**src/hw/rtl/d96i32_pkg.sv**
```systemverilog
// ============================================================================
// d96i32_pkg
// Shared types and constants for the 96-bit decimal to int32 converter.
// ============================================================================
package d96i32_pkg;

    localparam int MANT_W    = 96;
    localparam int CELL_W    = 8;
    localparam int NUM_CELLS = MANT_W / CELL_W;
    localparam int REM_W     = 4;
    localparam int CUR_W     = REM_W + CELL_W;
    localparam int WORD_W    = 32;
    localparam int SCALE_W   = 8;
    localparam int STEP_W    = 5;
    localparam int MAX_SCALE = 28;

    // floor(x / 10) == (x * 1639) >> 14 for every x below 2560
    localparam int RECIP_MUL   = 1639;
    localparam int RECIP_SHIFT = 14;
    localparam int RECIP_W     = 11;
    localparam int PROD_W      = CUR_W + RECIP_W;

    localparam logic [WORD_W-1:0] SIGN_BIT      = 32'h8000_0000;
    localparam logic [WORD_W-1:0] RESERVED_MASK = 32'h7F00_FFFF;
    localparam logic [WORD_W-1:0] POS_LIMIT     = 32'h7FFF_FFFF;
    localparam logic [WORD_W-1:0] NEG_LIMIT     = 32'h8000_0000;

    // Remainder hand-off between neighboring cells
    typedef struct packed {
        logic             act;
        logic [REM_W-1:0] rem;
    } link_t;

    typedef enum logic [1:0] {
        ST_IDLE = 2'b01,
        ST_RUN  = 2'b10
    } state_t;

endpackage

```
**src/hw/rtl/decimal96_to_int32.sv**
```systemverilog
// ============================================================================
// decimal96_to_int32
// Truncate a 96-bit scaled decimal toward zero into a signed 32-bit integer.
// ============================================================================
// One transaction at a time: a new decimal is accepted only in IDLE, after the
//   previous result is posted; a malformed decimal or a zero scale runs no divide
//   steps, and an output stall holds the conversion in RUN until the slot frees.
// Each divide-by-ten ripples down the twelve byte cells, one per cycle; steps overlap.
// Reset (rst_n, async, active low) clears the state machine, the cell
//   handshake bits and the output valid; data registers are not reset.
module decimal96_to_int32 (
    input  logic                clk,
    input  logic                rst_n,
    input  logic                in_valid,
    output logic                in_ready,
    input  logic [31:0]         mant_low,
    input  logic [31:0]         mant_mid,
    input  logic [31:0]         mant_high,
    input  logic [31:0]         flag_word,
    output logic                out_valid,
    input  logic                out_ready,
    output logic signed [31:0]  int_value,
    output logic                error
);

    localparam int NC = d96i32_pkg::NUM_CELLS;
    localparam int CW = d96i32_pkg::CELL_W;
    localparam int WW = d96i32_pkg::WORD_W;

    d96i32_pkg::state_t state_reg, state_next;

    logic [d96i32_pkg::STEP_W-1:0]  steps_reg, steps_next;
    logic                           bad_reg, bad_next;
    logic                           neg_reg, neg_next;
    logic                           out_valid_reg, out_valid_next;
    logic [WW-1:0]                  value_reg, value_next;
    logic                           err_reg, err_next;

    logic                           in_fire;
    logic                           load;
    logic [d96i32_pkg::MANT_W-1:0]  load_mant;
    logic [d96i32_pkg::MANT_W-1:0]  mant_cur;
    logic [d96i32_pkg::SCALE_W-1:0] scale;
    logic                           malformed;
    logic                           any_act;
    logic                           finish;
    logic                           slot_free;
    logic                           res_err;
    logic [WW-1:0]                  res_value;
    logic [WW-1:0]                  low_word;

    d96i32_pkg::link_t chain [NC+1];

    // ------------------------------------------------------------------
    // Input decode
    // ------------------------------------------------------------------
    assign in_ready  = (state_reg == d96i32_pkg::ST_IDLE);
    assign in_fire   = in_valid && in_ready;
    assign load      = in_fire;
    assign load_mant = {mant_high, mant_mid, mant_low};
    assign scale     = flag_word[16 +: d96i32_pkg::SCALE_W];
    assign malformed = ((flag_word & d96i32_pkg::RESERVED_MASK) != '0) ||
                       (scale > d96i32_pkg::SCALE_W'(d96i32_pkg::MAX_SCALE));

    // ------------------------------------------------------------------
    // Cell row: the top cell takes a fresh divide step every cycle while
    // steps remain; each lower cell takes the step in the cycle after its neighbor.
    // ------------------------------------------------------------------
    assign chain[NC].act = (state_reg == d96i32_pkg::ST_RUN) && (steps_reg != '0);
    assign chain[NC].rem = '0;

    for (genvar i = 0; i < NC; i++)
    begin : g_cell
        d96i32_cell u_cell (
            .clk       (clk),
            .rst_n     (rst_n),
            .load      (load),
            .load_byte (load_mant[i*CW +: CW]),
            .link_in   (chain[i+1]),
            .link_out  (chain[i]),
            .byte_val  (mant_cur[i*CW +: CW])
        );
    end

    always_comb
    begin
        any_act = 1'b0;
        for (int i = 0; i < NC; i++)
        begin
            any_act = any_act | chain[i].act;
        end
    end

    // ------------------------------------------------------------------
    // Range check on the truncated mantissa
    // ------------------------------------------------------------------
    assign low_word = mant_cur[WW-1:0];

    always_comb
    begin
        res_err   = 1'b0;
        res_value = '0;
        if (bad_reg || (mant_cur[d96i32_pkg::MANT_W-1:WW] != '0))
        begin
            res_err = 1'b1;
        end
        else if (neg_reg)
        begin
            if (low_word > d96i32_pkg::NEG_LIMIT)
            begin
                res_err = 1'b1;
            end
            else
            begin
                res_value = WW'(0) - low_word;
            end
        end
        else
        begin
            if (low_word > d96i32_pkg::POS_LIMIT)
            begin
                res_err = 1'b1;
            end
            else
            begin
                res_value = low_word;
            end
        end
    end

    // ------------------------------------------------------------------
    // Control
    // ------------------------------------------------------------------
    assign slot_free = !out_valid_reg || out_ready;
    assign finish    = (state_reg == d96i32_pkg::ST_RUN) && (steps_reg == '0) &&
                       !any_act && slot_free;

    always_comb
    begin
        state_next     = state_reg;
        steps_next     = steps_reg;
        bad_next       = bad_reg;
        neg_next       = neg_reg;
        out_valid_next = out_valid_reg;
        value_next     = value_reg;
        err_next       = err_reg;

        // drop the result once the consumer takes it
        if (out_valid_reg && out_ready)
        begin
            out_valid_next = 1'b0;
        end

        unique case (state_reg)
            d96i32_pkg::ST_IDLE:
            begin
                if (in_fire)
                begin
                    bad_next   = malformed;
                    neg_next   = flag_word[WW-1];
                    steps_next = malformed ? '0 : scale[d96i32_pkg::STEP_W-1:0];
                    state_next = d96i32_pkg::ST_RUN;
                end
            end
            d96i32_pkg::ST_RUN:
            begin
                if (steps_reg != '0)
                begin
                    steps_next = steps_reg - d96i32_pkg::STEP_W'(1);
                end
                // hold in RUN until the row drains and the output slot frees
                if (finish)
                begin
                    out_valid_next = 1'b1;
                    value_next     = res_value;
                    err_next       = res_err;
                    state_next     = d96i32_pkg::ST_IDLE;
                end
            end
            default:
            begin
                state_next = d96i32_pkg::ST_IDLE;
            end
        endcase
    end

    always_ff @(posedge clk or negedge rst_n)
    begin
        if (!rst_n)
        begin
            state_reg     <= d96i32_pkg::ST_IDLE;
            steps_reg     <= '0;
            out_valid_reg <= 1'b0;
        end
        else
        begin
            state_reg     <= state_next;
            steps_reg     <= steps_next;
            out_valid_reg <= out_valid_next;
        end
    end

    always_ff @(posedge clk)
    begin
        bad_reg   <= bad_next;
        neg_reg   <= neg_next;
        value_reg <= value_next;
        err_reg   <= err_next;
    end

    assign out_valid = out_valid_reg;
    assign int_value = signed'(value_reg);
    assign error     = err_reg;

    // ------------------------------------------------------------------
    // Assertions
    // ------------------------------------------------------------------
    a_rise_after_run: assert property (@(posedge clk) disable iff (!rst_n)
        $rose(out_valid) |-> $past(state_reg == d96i32_pkg::ST_RUN))
        else $error("result appeared without a conversion in progress");

    a_err_zero: assert property (@(posedge clk) disable iff (!rst_n)
        (out_valid && error) |-> (int_value == '0))
        else $error("error result carries a nonzero value");

    a_finish_idle: assert property (@(posedge clk) disable iff (!rst_n)
        finish |=> (state_reg == d96i32_pkg::ST_IDLE) && out_valid)
        else $error("finished conversion did not post a result");

    a_no_steps_idle: assert property (@(posedge clk) disable iff (!rst_n)
        (state_reg == d96i32_pkg::ST_IDLE) |-> (steps_reg == '0) && !any_act)
        else $error("divider row busy while idle");

endmodule

```
**src/hw/rtl/d96i32_cell.sv**
```systemverilog
// ============================================================================
// d96i32_cell
// One byte of the mantissa: divide by ten with the incoming remainder.
// ============================================================================
module d96i32_cell (
    input  logic                            clk,
    input  logic                            rst_n,
    input  logic                            load,
    input  logic [d96i32_pkg::CELL_W-1:0]   load_byte,
    input  d96i32_pkg::link_t               link_in,
    output d96i32_pkg::link_t               link_out,
    output logic [d96i32_pkg::CELL_W-1:0]   byte_val
);

    logic [d96i32_pkg::CELL_W-1:0] byte_reg;
    logic [d96i32_pkg::CELL_W-1:0] byte_next;
    d96i32_pkg::link_t             link_reg;
    d96i32_pkg::link_t             link_next;
    logic [d96i32_pkg::CUR_W-1:0]  cur;
    logic [d96i32_pkg::PROD_W-1:0] prod;
    logic [d96i32_pkg::CELL_W-1:0] quo;
    logic [d96i32_pkg::CUR_W-1:0]  rem_full;

    assign cur      = {link_in.rem, byte_reg};
    assign prod     = d96i32_pkg::PROD_W'(cur) *
                      d96i32_pkg::PROD_W'(d96i32_pkg::RECIP_MUL);
    assign quo      = prod[d96i32_pkg::RECIP_SHIFT +: d96i32_pkg::CELL_W];
    assign rem_full = cur - d96i32_pkg::CUR_W'(quo) * d96i32_pkg::CUR_W'(10);

    always_comb
    begin
        byte_next     = byte_reg;
        link_next.act = 1'b0;
        link_next.rem = link_reg.rem;
        if (load)
        begin
            byte_next = load_byte;
        end
        else if (link_in.act)
        begin
            // take one quotient byte, pass the remainder down
            byte_next     = quo;
            link_next.act = 1'b1;
            link_next.rem = rem_full[d96i32_pkg::REM_W-1:0];
        end
    end

    always_ff @(posedge clk or negedge rst_n)
    begin
        if (!rst_n)
        begin
            link_reg <= '0;
        end
        else
        begin
            link_reg <= link_next;
        end
    end

    always_ff @(posedge clk)
    begin
        byte_reg <= byte_next;
    end

    assign link_out = link_reg;
    assign byte_val = byte_reg;

endmodule
```
**config.mk**
```make
export PLATFORM = sky130hd
export DESIGN_NAME = decimal96_to_int32
export DESIGN_NICKNAME = d
export VERILOG_FILES = /design/src/hw/rtl/d96i32_pkg.sv /design/src/hw/rtl/decimal96_to_int32.sv /design/src/hw/rtl/d96i32_cell.sv
export SDC_FILE = /design/constraint.sdc
export NUM_CORES = 2
export LEC_CHECK = 0
export BUFFER_PORTS_ARGS = -buffer_cell sky130_fd_sc_hd__buf_4
export CAP_MARGIN = 10
export CELL_PAD_IN_SITES_DETAIL_PLACEMENT = 0
export CELL_PAD_IN_SITES_GLOBAL_PLACEMENT = 1
export CORE_ASPECT_RATIO = 1.25
export CORE_MARGIN = 1
export CORE_UTILIZATION = 45
export DETAILED_ROUTE_END_ITERATION = 8
export MAX_ROUTING_LAYER = met4
export PLACE_DENSITY_LB_ADDON = 0.1
export SLEW_MARGIN = 20
export SYNTH_ARGS = -nofsm -noshare
export SYNTH_HDL_FRONTEND = slang
export SYNTH_SLANG_ARGS = --single-unit
```
**constraint.sdc**
```tcl
create_clock -name clk -period 10.3 [get_ports clk]
set_input_delay 0.515 -clock clk [delete_from_list [all_inputs] [get_ports clk]]
set_output_delay 0.515 -clock clk [all_outputs]
set_load 0.01 [all_outputs]
```
* Word-level counts from Yosys, hierarchy flattened
Index checks and enable logic that the tools add are counted.
W data, S select, Z words.
** Storage, ports and cells
- Flip-flop bits (word level) :: 199
- Bits in latches :: 0
- Bits in writable memories :: 0
- Memory bits (read-only) :: 0
- Memories kept :: 0
** Cells by class
- $add $sub $neg :: 14
- $mul :: 24
- Div/mod/pow operators :: 0
- Order comparisons :: 3
- Equal/unequal tests :: 5
- Shift-type cells :: 0
- Multiplexer cells :: 64
- Bitwise gates (word level) :: 12
- Reduce and logical (&&, ||, !) cells :: 44
** Operators by type and width (count)
- $mul A12 B11 Y22 const B :: 11
- $mux W8 :: 24
- $mux W5 :: 27
- $mul A8 B3 Y3 const B :: 12
- $mux W32 :: 3
- $reduce_bool A64 Y1 :: 1
- $sub A4 B4 Y4 :: 12
- $gt A32 B31 Y1 const B :: 1
- $gt A32 B32 Y1 const B :: 1
- $reduce_bool A32 Y1 :: 1
- $sub A1 B32 Y32 const A :: 1
- $reduce_and A2 Y1 :: 15
- $reduce_bool A2 Y1 :: 13
- $mul A8 B11 Y19 const B :: 1
- $or A1 B1 Y1 :: 11
- $pmux W5 S2 :: 1
- $gt A8 B5 Y1 const B :: 1
- $logic_and A1 B1 Y1 :: 6
- $mux W1 :: 6
- $logic_not A5 Y1 :: 1
- $reduce_bool A5 Y1 :: 1
- $sub A5 B1 Y5 const B :: 1
- $mux W2 :: 2
- $ne A2 B1 Y1 const B :: 2
- other kinds (8) :: 11

* Depth between registers and ports, before layout
- Depth in word-level cells :: 16
- Mapped depth :: 25

* By module
From an unflattened synthesis, not the netlist that was laid out.
** Second synthesis, totals
- Cell total of the unflattened synthesis :: 3769
- Area total of the unflattened synthesis :: 38125.3 sq um
** Modules (own cells, without submodules)
- d96i32_cell (g_cell[0].u_cell ...) :: times used 9, cells an instance 287, area each 2927.8 sq um
- d96i32_cell (g_cell[7].u_cell ...) :: times used 2, cells an instance 307, area each 3041.7 sq um
- d96i32_cell (g_cell[9].u_cell) :: times used 1, cells an instance 292, area each 2934.1 sq um
- decimal96_to_int32 :: times used 1, cells an instance 280, area each 2757.6 sq um

* Worst setup path after synthesis
OpenSTA, ideal clock, no wires.
- Path kind :: flip-flop to flip-flop
- Start point :: register g_cell[7].u_cell.byte_reg, in the netlist g_cell[7].u_cell.byte_val[2]
- End point :: register g_cell[7].u_cell.link_reg, in the netlist g_cell[7].u_cell.link_out[3]
- Data arrival time :: 5.295 ns
- Path slack :: 4.875 ns
- Cell stages (with the launch flop) :: 24
- Cell sequence :: edfxtp_1 > inv_1 > ha_1 > inv_1 > fa_1 > inv_1 > fa_1 > inv_1 > fa_1 > fa_1 > inv_1 > ha_1 > nand4_1 > a2111oi_0 > nor2_1 > o21ai_0 > xor2_1 > ha_1 > inv_1 > fa_1 > xor2_1 > xnor2_1 > xnor2_1 > o21ai_0
** Between the ends
- Cells in the longest elaborated chain, start to end :: 3
** Ends and longest elaborated chain
- start, declared :: RTL line d96i32_cell.sv:15 : logic [d96i32_pkg::CELL_W-1:0] byte_reg;
- start signal, assigned :: RTL line d96i32_cell.sv:62 : byte_reg <= byte_next;
- $mul A12 B11 Y22 :: RTL line d96i32_cell.sv:25 : assign prod = d96i32_pkg::PROD_W'(cur) *
- $mul A8 B3 Y3 :: RTL line d96i32_cell.sv:28 : assign rem_full = cur - d96i32_pkg::CUR_W'(quo) * d96i32_pkg::CUR_W'(10);
- $sub A4 B4 Y4 * :: RTL line d96i32_cell.sv:28
- end signal, assigned :: RTL line d96i32_cell.sv:56 : link_reg <= link_next;
- end, declared :: RTL line d96i32_cell.sv:17 : d96i32_pkg::link_t link_reg;
Mark *: on every way between the ends. The rest lies on a longest branch, timed or not.
A chain may end at the register's enable or synchronous reset.

* Worst setup path in the final report
- Start point :: register g_cell[6].u_cell.byte_reg, in the netlist g_cell[6].u_cell.byte_val[0]
- End point :: register g_cell[6].u_cell.link_reg, in the netlist g_cell[6].u_cell.link_out[3]
** Between the ends
- Cells in the longest elaborated chain, start to end :: 3
** Ends and longest elaborated chain (RTL line)
- start, declared :: d96i32_cell.sv:15
- start signal, assigned :: d96i32_cell.sv:62
- $mul A12 B11 Y22 :: d96i32_cell.sv:25
- $mul A8 B3 Y3 :: d96i32_cell.sv:28
- $sub A4 B4 Y4 * :: d96i32_cell.sv:28
- end signal, assigned :: d96i32_cell.sv:56
- end, declared :: d96i32_cell.sv:17
Marks and branches as above.

==> results.json <==
{
  "outcome": "finished, final reports clean",
  "synth_cells": 3633,
  "synth_xor_area_frac": 0.0394,
  "yosysUniqueCellTypes": 76,
  "min_path_type": "in -> reg",
  "clkSinkCount": 195,
  "syn_area_per_cell_um2": 9.85,
  "nNetsFinal": 5239,
  "dp.cells": 4826,
  "min_period_ns": 5.99,
  "slew_viol_final": 0,
  "syn_nets": 5079,
  "cts_buffers": 17,
  "final_cells": 4859,
  "clockBufferDepth": 2,
  "wl_mm": 86.5,
  "drc": 0,
  "synthMuxAreaShare": 0.000315,
  "track_usage": 0.236,
  "cts-root-buf": "clkbuf_16",
  "dp_hpwl_mm": 76.2,
  "crit_top_cell": "inv_1",
  "io_buffers": 166,
  "synth_compound_area_frac": 0.0681,
  "grt_overflow_total": 0,
  "crit_buf_inv": 7,
  "async_reset_ff_frac": 0.328,
  "crit_path_start_kind": "register",
  "die_w_um": 254,
  "clock_skew_ns": 0.0206,
  "grt_max_degree": 60,
  "hold_viol_final": 0,
  "synth_area_mm2": 0.0358,
  "synth-seq-cells": 195,
  "arrival_ns": 6.38,
  "critPathTopFamily": "adder cells",
  "viasPerCell": 4.90,
  "hold_slack_ns": 0.167,
  "ant_nets": 0,
  "grt_pass1_vias": 26000,
  "cap_violations": 0,
  "synth-seq-area-share": 0.155,
  "start_util": 0.455,
  "criticalPathCategory": "reg -> reg",
  "synth_top_family_by_area": "adder cells",
  "rsz0062_at_grt": "false",
  "min_period_over_period": 0.581,
  "synth_most_common_cell": "inv_1",
  "htree_num_levels": 4,
  "drive_gt1_frac": 0.0615,
  "rows": 115,
  "core_mm2": 0.0787,
  "grt_antenna_before_repair": 0,
  "boundaryPins": 167,
  "synth_edf_count": 131,
  "synth_top_area_share": 0.299,
  "cp_slowest_stage_delay_ns": 0.54,
  "clk_pin_slew_ns": 0.08,
  "setup-tns-final_ns": 0,
  "globalplace.congestion": 0.921,
  "ys_top_cells_by_count": "1011 x inv_1, 856 x ha_1, 458 x fa_1",
  "die_h_um": 317,
  "cp.required_ns": 10.70,
  "setup_viol": 0,
  "cts_tree": "done",
  "yosysTopAreaCell": "ha_1",
  "firstDrtPassIters": 5,
  "yosys.area_share.simple": 0.0716,
  "ctsResizeCount": 0,
  "area_delta_synth_final_pct": 8.71,
  "max_freq_ghz": 0.167,
  "die_area_mm2": 0.0806,
  "yosysWarnings": 0,
  "largest_register_ff_count": 96,
  "tightest_slew_ns": 0.839,
  "fillCellCount": 7594,
  "cp_slowest_cell": "fa_1",
  "vias": 23800,
  "grt_pass1_wl_mm": 140,
  "path_max_fanout": 5,
  "wire_per_inst_um": 17.8,
  "cp-end-kind": "register",
  "synth_area_leaders": "ha_1 30%, fa_1 26%, edfxtp_1 11%",
  "maxSlewHeadroom": 0.441,
  "synth_fa_ha_area_frac": 0.556,
  "drt_iter0_markers": 894,
  "ys.flop_type": "edfxtp_1",
  "antenna_cells": 0,
  "clk_latency_ns": 0.53
}
## metrics by stage
| stage | cell area (um^2) | util | setup slack (ns) |
|---|---|---|---|
| floorplan | 35800 | - | 4.88 |
| detailed placement | 38300 | 0.487 | 4.35 |
| global placement | 38300 | 0.486 | 4.39 |
| CTS | 38900 | 0.494 | 4.29 |
| finish | 38900 | 0.494 | 4.31 |
| global route | 38900 | 0.494 | 3.77 |
## final timing paths
| path | slack (ns) | end | cells after the start | from |
|---|---|---|---|---|
| min in group asynchronous | 0.44 | g_cell[5].u_cell.link_out[3]$_DFFE_PN0P_ | 2 | rst_n |
| min | 0.17 | neg_reg$_DFFE_PP_ | 1 | flag_word[31] |
| max reg2reg | 4.31 | g_cell[6].u_cell.link_out[3]$_DFFE_PN0P_ | 25 | g_cell[6].u_cell.byte_val[0]$_DFFE_PP_ |
| max in group asynchronous | 8.75 | state_reg[1]$_DFFE_PN0P_ | 3 | rst_n |
| max | 4.31 | g_cell[6].u_cell.link_out[3]$_DFFE_PN0P_ | 25 | g_cell[6].u_cell.byte_val[0]$_DFFE_PP_ |
| min reg2reg | 0.52 | steps_reg[4]$_DFFE_PN0P_ | 2 | steps_reg[4]$_DFFE_PN0P_ |
## layout make-up
cell class | count | area (um^2) | share of cell area
clock buffer | 17 | 425 | 0.0109
timing repair buffer | 175 | 1340 | 0.0344
tap | 1053 | 1320 | 0.0339
inverter | 1011 | 3800 | 0.0976
multi-input combinational | 2393 | 26300 | 0.677
clock inverter | 15 | 165 | 0.00425
sequential | 195 | 5540 | 0.142
## logic make-up after synthesis
group | count (synthesis)
fa+ha+maj | 1314
buf+inv | 1045
simple gates | 534
compound gates | 386
flops | 195
xor+xnor | 158
mux | 1
## worst reg2reg max path: cells and delay by family, from the launching register on
kind	cells	cell delay (ns)
xor gates and xnor gates	5	0.85
buffers and inverters	7	0.47
adders and majority gates	8	3.00
AOI/OAI and AO/OA	3	0.55
and+or+nand+nor	2	0.54
DFF	1	0.45
## metal layers
layer,global-route usage,part of all wire,up-vias
met5,-,0,-
met4,0.0507,0.014,0
met3,0.0209,0.019,50
met2,0.435,0.54,234
met1,0.277,0.43,11600
li1,-,-,11900
## repair_timing
action | CTS | global route
hold endpoints to repair | 16 | 0
hold buffers | 1 | 0
buffers inserted | 0 | 0
## cell usage in the layout (no fill, tap or decap), drive strengths merged, types with 3 or more instances in the layout
cell        n
a2111oi     3
a211o       7
a211oi      9
a21o       37
a21oi     119
a311oi     28
a31oi      10
a41o        5
and2        5
and3       21
and4b       6
buf       174
clkbuf     17
clkinv      8
dfrtp      63
edfxtp    131
fa        458
ha        856
inv      1018
nand2     194
nand2b     29
nand3      42
nand4      21
nand4b      9
nor2      136
nor2b       8
nor3       27
nor4       19
o2111ai     3
o211ai      6
o21a       13
o21ai     109
o21bai      5
o22ai       4
o31ai      13
or2         4
or4         5
xnor2     112
xor2       44
Power is not shown: default switching activity piles up to over one toggle a cycle in this logic, so the estimate is an artifact.
